<file path="config.mk">
export PLATFORM = sky130hd
export DESIGN_NAME = tpq_cell
export DESIGN_NICKNAME = d
export VERILOG_FILES = /design/src/design/tpq_pkg.sv /design/src/design/tpq_cell.sv
export SDC_FILE = /design/constraint.sdc
export NUM_CORES = 1
export LEC_CHECK = 0
export BUFFER_PORTS_ARGS = -buffer_cell sky130_fd_sc_hd__buf_4
export CAP_MARGIN = 20
export CORE_MARGIN = 3
export CORE_UTILIZATION = 40
export DETAILED_ROUTE_END_ITERATION = 8
export HOLD_SLACK_MARGIN = 0.15
export MAX_ROUTING_LAYER = met4
export PLACE_DENSITY = 0.76
export SLEW_MARGIN = 0
export SYNTH_ARGS = -nofsm -noshare
export SYNTH_HDL_FRONTEND = slang
export SYNTH_SLANG_ARGS = --single-unit
</file>
<file path="constraint.sdc">
create_clock -name i_clk -period 6.29 [get_ports i_clk]
set_input_delay 0.9435 -clock i_clk [delete_from_list [all_inputs] [get_ports i_clk]]
set_output_delay 0.9435 -clock i_clk [all_outputs]
set_load 0.1 [all_outputs]
</file>
<file path="src/design/tpq_pkg.sv">
// ----------------------------------------------------------------------------
// tpq_pkg
// Shared types and constants of the two-key sorted priority queue: operation
// codes, field widths, the stored entry and the per-cell control word.
// ----------------------------------------------------------------------------
package tpq_pkg;

    // default number of cells in the chain
    localparam int unsigned QUEUE_DEPTH_DEF = 64;

    // fixed field widths
    localparam int unsigned MODE_W  = 2;
    localparam int unsigned FRAME_W = 16;
    localparam int unsigned PRIO_W  = 32;
    localparam int unsigned TAG_W   = 16;
    localparam int unsigned CNT_W   = 7;
    localparam int unsigned TOTAL_W = 32;
    localparam int unsigned KEY_W   = FRAME_W + PRIO_W;

    // operation codes
    localparam logic [MODE_W-1:0] MODE_PUSH  = 2'd0;
    localparam logic [MODE_W-1:0] MODE_POP   = 2'd1;
    localparam logic [MODE_W-1:0] MODE_CLEAR = 2'd2;

    // one stored entry
    typedef struct packed {
        logic [FRAME_W-1:0]       frame;
        logic signed [PRIO_W-1:0] prio;
        logic [TAG_W-1:0]         tag;
    } t_entry;

    // control broadcast to every cell
    typedef struct packed {
        logic push;
        logic pop;
    } t_cell_ctl;

    // one result transaction
    typedef struct packed {
        logic                     popped_valid;
        logic [FRAME_W-1:0]       popped_frame;
        logic signed [PRIO_W-1:0] popped_priority;
        logic [TAG_W-1:0]         popped_tag;
        logic [TAG_W-1:0]         head_tag;
        logic                     is_empty;
        logic [CNT_W-1:0]         entry_count;
        logic [CNT_W-1:0]         peak_count;
        logic [TOTAL_W-1:0]       push_total;
        logic                     rejected;
    } t_result;

    // unsigned key that orders like (frame, signed priority)
    function automatic logic [KEY_W-1:0] sort_key(input t_entry e);
        logic [KEY_W-1:0] k;
        k = {e.frame, ~e.prio[PRIO_W-1], e.prio[PRIO_W-2:0]};
        return k;
    endfunction

endpackage

</file>
<file path="src/design/tpq_cell.sv">
// ----------------------------------------------------------------------------
// tpq_cell
// One slot of the sorted chain. Compares its entry against the pushed key,
// and on a push holds, takes the new entry or takes its left neighbor; on a
// pop takes its right neighbor.
// ----------------------------------------------------------------------------
module tpq_cell (
    input  logic               i_clk,
    input  tpq_pkg::t_cell_ctl i_ctl,
    input  tpq_pkg::t_entry    i_new,
    input  tpq_pkg::t_entry    i_left,
    input  tpq_pkg::t_entry    i_right,
    input  logic               i_left_keep,
    input  logic               i_occupied,
    output tpq_pkg::t_entry    o_entry,
    output logic               o_keep
);

    tpq_pkg::t_entry r_entry;
    tpq_pkg::t_entry n_entry;

    // keep the entry when the slot is occupied and it sorts at or before the pushed key
    assign o_keep = i_occupied &&
                    (tpq_pkg::sort_key(r_entry) <= tpq_pkg::sort_key(i_new));

    // select the next content of the slot
    always_comb begin
        n_entry = r_entry;
        if (i_ctl.push) begin
            if (o_keep) begin
                n_entry = r_entry;
            end else if (i_left_keep) begin
                n_entry = i_new;
            end else begin
                n_entry = i_left;
            end
        end else if (i_ctl.pop) begin
            n_entry = i_right;
        end
    end

    // hold the slot
    always_ff @(posedge i_clk) begin
        r_entry <= n_entry;
    end

    assign o_entry = r_entry;

endmodule
</file>
==> results by group, run 1 <==
Synthesis
  – Synth Cell Area: 4470 µm²
  – Syn Inst Count: roughly 450
  – Yosys warnings: 0
  – Synthesized area per cell: between 9 and 10 µm²
  – Post-synth ARST share: 0
  – Synthesized net count: around 700
  – Post-synth EDFFs: 64
  – Netlist cell types: 29
  – Most used DFF post-synth: edfxtp_1
  – #FFs+latches synth: 64
  – Sequential element share of the synthesized area: 0.430

Global route
  – Remaining global-route overflow: 0
  – Number of global-route vias before repair: approximately 4.4k
  – Initial antenna violation count: 0
  – Tot GR Track Use: 0.210
  – First-pass GRT wire length: around 21000 µm
  – Largest net degree at the start of global routing: 67

Critical path
  – CP arrival: 3120 ps
  – Worst Setup Start Kind: input port
  – WS Path Type: input port to primary output
  – Worst EP required: 5350 ps
  – CP Capture Type: primary output
  – Worst-path fanout max: 4
  – Register-to-register setup slack: about 2900 ps

Pwr
  – Final total power: ~0.0016 W
  – Leak Pwr: 3.36 nW
  – Power Density: 237 nW/µm²
  – Worst vdd ir: between 0.0001 and 0.00015 V

Route
  – Post-Route WL: 13300 µm
  – First drt pass iteration count: 5
  – Detail-routed via count per cell: between 4 and 5
  – DR vias: between 4k and 5k
  – Antenna viol nets, final: 0
  – DR WL/cell: between 15 and 20 µm
  – DRC Markers: 0
  – Initial DRC Count: roughly 130

Floorplanning
  – Die ar.: around 12000 µm²
  – Core ar.: ~11000 µm²
  – Die X: around 110 µm
  – Row cnt: 37
  – Die Ht: 112 µm
  – IO Count: between 200 and 300
  – Initial Util: 0.421

Clocking
  – Clock Sinks: between 60 and 70
  – Post-CTS Setup Inserts: 0
  – Cts hold-fix bufs: 0
  – Clk slew on worst S/H paths: about 70 ps
  – Root Driver: clkbuf_8
  – PostCTS Resize Cnt: 0
  – H-tree depth: 3
  – Worst skew pair latency: between 300 and 400 ps
  – CTS tree: built
  – Maximum clock path buffer count: 2
  – CTS buffer count: 9

Timing
  – Relative slew slack: 0.276
  – Worst Tran Pin Value: 1090 ps
  – Final setup fails: 0
  – Worst Skew: 9.26 ps
  – Crit share post-route: 0.646
  – Max Freq: 246 MHz
  – Post-layout min period: between 4000 and 5000 ps
  – RSZ-0062 raised after global routing: false
  – Hold WS: around 930 ps
  – Fin. Hold Viols: 0
  – Count of pins over their slew limit: 0
  – Setup Total Neg Slack: 0 ps

Finish
  – Final #Nets: between 900 and 1k
  – Area growth, synth to finish: 50.7%
  – Max FFs per register: between 60 and 70
  – Filler Cell Count: just under 900
  – Finished Layout Cells: 849
  – Commonest non-fill, non-tap cell in the layout: buf_4
  – # diodes: 0
  – Most frequent cells in the layout: 264 x buf_4, 83 x a21oi_1, 68 x nor2_1
  – Utilization after layout: 0.635
  – Share of post-route cells with drive strength above 1: 0.401

Job
  – Max-cap viol count: 0

Outcome
  – Outcome: finished, final reports clean

Placement
  – Buffers on Ports: around 260
  – RD Place Congestion: about 0.9
  – Cells after DPL: around 830
  – Post-DP HPWL: 10900 µm

Hold path
  – Hold Crit Class: input port to register
==> worst paths after layout <==
check,start,to,depth (start not counted)
max,i_new[46],o_keep,10
min,i_right[54],o_entry[54],3
max reg2reg,o_entry[53],o_entry[18],8
min reg2reg,o_entry[17],o_entry[34],5
==> synthesized netlist by cell type (all sizes together) (4+ instances only) <==
cell type | n | share of area
inv | 50 | 0.042
a21oi | 83 | 0.093
a221oi | 4 | 0.0078
nand3 | 4 | 0.0045
edfxtp | 64 | 0.43
o21ai | 7 | 0.0078
mux2i | 64 | 0.14
ha | 48 | 0.13
nor2 | 68 | 0.057
nand2 | 15 | 0.013
nand4 | 9 | 0.017
clkbuf | 11 | 0.0092
buf | 10 | 0.010
==> stage by stage <==
| step | setup slack [ps] | cell area, µm² |
|---|---|---|
| 6_report | 2230 | 6730 |
| 2_1_floorplan | 358 | 4470 |
| 5_1_grt | 2040 | 6730 |
| 3_3_place_gp | 2190 | 6550 |
| 4_1_cts | 2150 | 6730 |
| 3_5_place_dp | 2160 | 6550 |
==> layer usage <==
metal | routed length, µm | global-route usage | vias up
met5 | 0 | - | -
met4 | 292 | 0.0754 | 0
met3 | 804 | 0.0380 | 21
met2 | 7120 | 0.384 | 163
li1 | - | - | 2141
met1 | 5060 | 0.225 | 1891
==> cell type report <==
type,count,area [µm²],area share
Timing Repair Buffer,264,1980,0.294
Clock buffer,9,124,0.0184
Clock inverter,7,62.6,0.00929
Sequential cell,64,1920,0.285
Multi-Input combinational cell,319,2290,0.339
Tap cell,136,170,0.0253
Inverter,50,188,0.0279
==> cell families after synthesis <==
logic type | Yosys count | share of synthesized area
adders and majority gates | 48 | 0.134
DFF | 64 | 0.430
AOI/OAI and AO/OA | 101 | 0.121
buffers and inverters | 71 | 0.0616
and+or+nand+nor | 106 | 0.110
muxes | 64 | 0.143
==> power breakdown <==
part	total [W]	internal (W)	switching, W
clock network	0.000342	0.000179	0.000163
registers	0.000551	0.000529	0.0000219
logic	0.000705	0.000215	0.000491
==> critical path: stages <==
cell	delay (ps)
buf_4	80
inv_1	40
ha_1	330
a21oi_1	150
nand2_1	60
a221oi_1	350
o221ai_1	200
o31ai_1	470
and2_1	200
buf_4	290
(Power assumes the default switching activity.)
==> run 2: changes to the inputs <==
- ABC_AREA: default -> 1
- clock period: 6.29 -> 3.7 ns (I/O delays scaled with it)
==> run 2 against run 1 <==
Net effect: area after synthesis is 0.76% higher; first-iteration DRC count is 75% higher; count of clock-buffer cells in the layout is 3 higher; flip-flop and latch count stayed put; register-to-register slack worse by 1700 ps; critical path type is now register to primary output.
==> results by group, run 2 <==
Outcome
  – Outcome: finished, final reports clean

Clocking
  – Clk slew on worst S/H paths: 60 ps (about the same)
  – Cts hold-fix bufs: 0 (unchanged)
  – CTS buffer count: 9 (unchanged)
  – PostCTS Resize Cnt: 0 (unchanged)
  – Clock Sinks: 64 (unchanged)
  – CTS tree: built
  – Root Driver: clkbuf_16
  – H-tree depth: 3 (unchanged)
  – Post-CTS Setup Inserts: 0 (unchanged)
  – Maximum clock path buffer count: 2 (unchanged)
  – Worst skew pair latency: 330 ps (about the same)

Critical path
  – Cell family with most CP delay: simple AND/OR/NAND/NOR gates
  – CP Cell Sequence: ha_1 > nand2_1 > inv_1 > nand3_1 > nor2_2 > nand3_2 > nor3_1 > nand2_1 > nand2_1 > nand2_1 > inv_1 > buf_4
  – Max incr delay on CP: 420 ps (-50 ps)
  – Worst reg2reg startpoint: o_entry[59]
  – CP Capture Type: primary output
  – CP max-delay cell: edfxtp_1
  – CP arrival: 2210 ps (-910 ps)
  – Reg2reg path depth: 12 (+4)
  – WS Path Type: register to primary output
  – Worst Setup Start Kind: register
  – Worst Path Buf+Inv: 3 (unchanged)
  – Worst-path fanout max: 2 (-2)
  – Register-to-register setup slack: 1280 ps (-1660 ps)
  – Worst EP required: 3140 ps (-2210 ps)
  – Most used cell, CP: nand2_1
  – FF-to-FF End: o_entry[37]

Pwr
  – Leak Pwr: 3.42 nW (+1.9%)
  – Worst vdd ir: 0.000209 V (+60%)
  – Power Density: 426 nW/µm² (+79%)

Timing
  – Post-layout min period: around 2800 ps
  – Final setup fails: 0 (unchanged)
  – Crit share post-route: 0.748
  – Worst Skew: 10.9 ps (+1.66 ps)
  – Setup Total Neg Slack: 0 ps (unchanged)
  – Relative slew slack: 0.564 (+0.288)
  – Count of pins over their slew limit: 0 (unchanged)
  – Worst Tran Pin Value: 654 ps (-432 ps)
  – RSZ-0062 raised after global routing: false
  – Max Freq: about 360 MHz
  – Fin. Hold Viols: 0 (unchanged)

Synthesis
  – Synthesized net count: 820 (+17%)
  – Post-synth ARST share: 0 (unchanged)
  – Most used DFF post-synth: edfxtp_1
  – Syn Inst Count: 575 (+27%)
  – Post-synth EDFFs: 64 (unchanged)
  – Netlist cell types: 20 (-31%)
  – Top cells by area, synth: edfxtp_1 43%, ha_1 13%, o21ai_0 13%, nand2_1 10%, nor2_1 6.8%
  – Cell taking the most area after synthesis: edfxtp_1
  – Sequential element share of the synthesized area: 0.427 (-0.00323)
  – Yosys warnings: 0 (unchanged)
  – #FFs+latches synth: 64 (unchanged)
  – Synth Cell Area: 4500 µm² (+0.76%)
  – Most frequent cells after synthesis: 125 x nand2_1, 116 x o21ai_0, 81 x nor2_1
  – Synth top area share: 0.427 (-0.00323)
  – Synthesized area per cell: 7.83 µm² (-20%)
  – Most frequent cell after synthesis: nand2_1

Route
  – Antenna viol nets, final: 0 (unchanged)
  – DR vias: 4794 (+14%)
  – Detail-routed via count per cell: 4.95 (-0.37%)
  – First drt pass iteration count: 4 (-1)
  – Initial DRC Count: 224 (+75%)
  – Post-Route WL: 14200 µm (+7.1%)
  – DR WL/cell: 14.7 µm (-6.2%)
  – DRC Markers: 0 (unchanged)

Finish
  – Share of post-route cells with drive strength above 1: 0.343 (-0.0585)
  – Area growth, synth to finish: 52.2%
  – Most frequent cells in the layout: 264 x buf_4, 124 x nand2_1, 116 x o21ai_0
  – Filler Cell Count: 956 (+7.8%)
  – Commonest non-fill, non-tap cell in the layout: buf_4
  – Final #Nets: 1069 (+12%)
  – Max FFs per register: 64 (unchanged)
  – # diodes: 0 (unchanged)
  – Finished Layout Cells: 969 (+14%)

Floorplanning
  – Core ar.: 10900 µm² (+3.2%)
  – Initial Util: 0.412 (-0.00979)
  – Row cnt: 38 (+2.7%)
  – Die Ht: 112 µm (+0.35%)
  – Die X: 112 µm (+0.35%)
  – IO Count: 262 (unchanged)
  – Die ar.: 12600 µm² (+0.71%)

Hold path
  – Hold Crit Class: input port to register
  – WHS Endpoint: o_entry[20]
  – Worst hold start: i_right[20]
  – Hold Path Depth: 3 (unchanged)

Global route
  – Tot GR Track Use: 0.226 (+0.0163)
  – Remaining global-route overflow: 0 (unchanged)
  – Largest net degree at the start of global routing: 67 (unchanged)
  – Initial antenna violation count: 0 (unchanged)
  – Number of global-route vias before repair: 4662 (+6.5%)
  – First-pass GRT wire length: 22200 µm (+7.6%)

Job
  – Max-cap viol count: 0 (unchanged)

Placement
  – Buffers on Ports: 261 (unchanged)
  – RD Place Congestion: 0.901 (+2.1%)
  – Post-DP HPWL: 11000 µm (+1.5%)
  – Cells after DPL: 952 (+14%)
[run 2: cell count changes in the layout (fill, tap and decap cells not counted), moves of 3 or more]
cell / delta
a221oi_1: -4
nor2_1: +13
mux2i_1: -64
clkbuf_1: +3
o21ai_0: +110
nand4_1: -3
o21ai_1: +14
a21oi_1: -64
clkbuf_8: -9
clkbuf_16: +9
nand2_1: +109
inv_1: +14
[run 2: worst min-delay path, delay by kind of cell]
kind                   cells  cell delay (ps)
AOI/OAI and AO/OA          1               50
and+or+nand+nor            1               40
buffers and inverters      1               80
[run 2: how the worst max path moves through the flow]
stage                     start          to  slack [ps]  depth (start not counted)
finish              o_entry[43]      o_keep         930                         12
global placement      i_new[47]      o_keep        1010                         12
global route        o_entry[43]      o_keep         690                         12
CTS                 o_entry[43]      o_keep         910                         12
floorplan           o_entry[47]  o_entry[0]         480                         12
detailed placement    i_new[59]  o_entry[2]         990                         14
[run 2: stage by stage]
stage	instance area, µm²	setup WS, ps	util	power (W)	hold WS (ps)
2_1_floorplan	4500	480	-	0.00175	746
6_report	6850	933	0.626	0.00292	509
4_1_cts	6830	913	0.625	0.00295	497
3_3_place_gp	6550	1010	0.599	0.00210	832
3_5_place_dp	6550	995	0.599	0.00212	839
5_1_grt	6850	692	0.626	0.00306	502
[run 2: cells by family after synthesis]
family,share of synthesized area
simple gates,0.188
compound gates,0.172
fa+ha+maj,0.133
buf+inv,0.0800
flops,0.427
[run 2: metal layers]
metal  wire length [µm]  up-vias  global-route usage
met5                  0        -                   -
met4                340        0              0.0825
met3               1120       25              0.0518
met2               7120      209               0.388
met1               5620     2138               0.259
li1                   -     2422                   -
[run 2: final cells by class]
type	instances	area (µm²)	area share
multi-input combinational	418	2220	0.324
timing repair buffer	265	2000	0.292
clock buffer	12	236	0.0345
inverter	66	248	0.0362
clock inverter	4	45.0	0.00658
sequential	64	1920	0.281
tap	140	175	0.0256
[run 2: power by group]
group / leakage [nW] / internal, W / switching [W]
logic: 2.65 / 0.000339 / 0.000828
registers: 0.633 / 0.000901 / 0.0000380
clock network: 0.140 / 0.000518 / 0.000292
total: 3.42 / 0.00176 / 0.00116
==> run 3: changes to the inputs <==
- PLACE_DENSITY: 0.76 -> 0.73
- clock period: 3.7 -> 2.75 ns (I/O delays scaled with it)
==> run 3 against run 2 <==
Net effect: total power increased by 36%; largest power group unchanged; hold slack got worse by 150 ps; count of clock-buffer cells in the layout decreased by 2; register-to-register slack got worse by 910 ps; largest cell class unchanged; critical path depth decreased by 1; die area unchanged.
==> results by group, run 3 (synthesis results as in run 2) <==
Placement
  – Buffers on Ports: 261 (unchanged)
  – Post-DP HPWL: 11400 µm (+3.1%)
  – RD Place Congestion: 0.897 (-0.49%)

Critical path
  – CP arrival: 2120 ps (-90 ps)
  – CP Capture Type: primary output
  – WS Path Type: register to primary output
  – Worst Setup Start Kind: register
  – Worst-path fanout max: 2 (unchanged)
  – Worst EP required: 2340 ps (-800 ps)

Clocking
  – Root Driver: clkbuf_16
  – Clock Sinks: 64 (unchanged)
  – Maximum clock path buffer count: 2 (unchanged)
  – Worst skew pair latency: 320 ps (about the same)
  – CTS buffer count: 9 (unchanged)
  – Cts hold-fix bufs: 0 (unchanged)
  – Clk slew on worst S/H paths: 60 ps (about the same)
  – CTS tree: built
  – H-tree depth: 3 (unchanged)

Pwr
  – Seq pwr share: 0.320 (-0.002)
  – Combinational group share of total power: 0.405 (+0.005)
  – Int Pwr: 0.00239 W (+36%)
  – Worst vdd ir: 0.000278 V (+33%)
  – Sw Pwr: 0.00157 W (+35%)
  – Sw Share: 0.396 (-0.000628)
  – Clock Power Share: 0.275 (-0.003)
  – Power Density: 568 nW/µm² (+33%)
  – Leak Pwr: 3.44 nW (+0.53%)

Finish
  – Utilization after layout: 0.637 (+0.0102)
  – Area growth, synth to finish: 54.6%
  – Filler Cell Count: 934 (-2.3%)
  – Final #Nets: 1072 (+0.28%)
  – Most frequent cells in the layout: 264 x buf_4, 123 x nand2_1, 116 x o21ai_0
  – Commonest non-fill, non-tap cell in the layout: buf_4
  – Max FFs per register: 64 (unchanged)
  – # diodes: 0 (unchanged)
  – Share of post-route cells with drive strength above 1: 0.353 (+0.0108)

Route
  – Initial DRC Count: 225 (+0.45%)
  – First drt pass iteration count: 4 (unchanged)
  – Detail-routed via count per cell: 4.94 (-0.10%)
  – DR WL/cell: 14.6 µm (-0.23%)
  – DRC Markers: 0 (unchanged)
  – Antenna viol nets, final: 0 (unchanged)
  – DR vias: 4804 (+0.21%)
  – Post-Route WL: 14200 µm (about the same)

Global route
  – First-pass GRT wire length: 21800 µm (-2.0%)
  – Initial antenna violation count: 0 (unchanged)
  – Largest net degree at the start of global routing: 67 (unchanged)
  – Tot GR Track Use: 0.222 (-0.00366)
  – Remaining global-route overflow: 0 (unchanged)
  – Number of global-route vias before repair: 4727 (+1.4%)

Timing
  – RSZ-0062 raised after global routing: false
  – Max Freq: between 300 and 400 MHz
  – Worst Skew: 8.10 ps (-2.82 ps)
  – Final setup fails: 0 (unchanged)
  – Count of pins over their slew limit: 0 (unchanged)
  – Worst Tran Pin Value: 589 ps (-65.9 ps)
  – Fin. Hold Viols: 0 (unchanged)
  – Setup Total Neg Slack: 0 ps (unchanged)
  – Crit share post-route: 0.923
  – Post-layout min period: roughly 2500 ps
  – Relative slew slack: 0.608 (+0.0439)

Outcome
  – Outcome: finished, final reports clean

Floorplanning
  – Die ar.: 12600 µm² (unchanged)
  – IO Count: 262 (unchanged)
  – Initial Util: 0.412 (unchanged)
  – Row cnt: 38 (unchanged)
  – Core ar.: 10900 µm² (unchanged)
  – Die Ht: 112 µm (unchanged)
  – Die X: 112 µm (unchanged)

Hold path
  – Hold Crit Class: input port to register

Job
  – Max-cap viol count: 0 (unchanged)
run 3: changes by cell type in the layout (fill, tap and decap cells not counted), sizes merged:
cell,before,now
clkbuf,12,10
buf,265,268
inv,66,65
clkinvlp,0,3
run 3: worst paths after layout:
check / startpoint / to / slack, ps / depth (start not counted)
worst max-delay path: o_entry[45] / o_keep / 210 / 11
worst min-delay path: i_right[5] / o_entry[5] / 360 / 3
worst max register to register: o_entry[45] / o_entry[35] / 370 / 12
worst min register to register: o_entry[30] / o_entry[27] / 1390 / 11
run 3: metal layers:
| layer | up-vias | track usage | routed length, µm | part of all wire |
|---|---|---|---|---|
| met5 | - | - | 0 | 0 |
| met4 | 0 | 0.0793 | 357 | 0.025 |
| met3 | 29 | 0.0636 | 1140 | 0.080 |
| met2 | 198 | 0.395 | 7380 | 0.52 |
| met1 | 2155 | 0.235 | 5350 | 0.38 |
| li1 | 2422 | - | - | - |
run 3: worst max-delay path, cell delays in order, from the launching register on:
cell and delay (ps):
edfxtp_1 400, ha_1 360, a21oi_1 70, o21ai_0 240, nor2_1 110, nand2_1 90
nand2_1 50, nand3_1 70, nand2_1 60, nand2_2 80, clkinvlp_4 100, buf_12 170
run 3: power groups by stage:
stage	combinational (W)	sequential, W	clock, W
after floorplan	0.000379	0.00199	0
after detailed placement	0.00160	0.00129	0
after global routing	0.00170	0.00128	0.00116
after global placement	0.00158	0.00128	0
after CTS	0.00160	0.00127	0.00111
final	0.00160	0.00127	0.00109
run 3: final cells by class:
| class | count | area [µm²] | area share |
|---|---|---|---|
| Timing Repair Buffer | 268 | 2060 | 0.296 |
| Sequential cell | 64 | 1920 | 0.276 |
| Inverter | 66 | 251 | 0.0361 |
| Multi-Input combinational cell | 418 | 2260 | 0.325 |
| Tap cell | 140 | 175 | 0.0252 |
| Clock buffer | 10 | 229 | 0.0329 |
| Clock inverter | 6 | 60.1 | 0.00863 |
run 3: what timing repair did:
item | CTS | global route
setup buffers | 0 | 1
endpoints found under the setup margin | 0 | 1
resized for setup | 0 | 4
run 3: stage by stage:
step / hold slack (ps) / power (W) / instance area [µm²] / instances / setup WS (ps)
6_report: 361 / 0.00395 / 6960 / 972 / 213
5_1_grt: 368 / 0.00414 / 6960 / 972 / 10.9
4_1_cts: 351 / 0.00398 / 6940 / 971 / 104
3_5_place_dp: 696 / 0.00289 / 6650 / 955 / 204
3_3_place_gp: 691 / 0.00286 / 6650 / 955 / 243
2_1_floorplan: 604 / 0.00237 / 4550 / 575 / 1.58
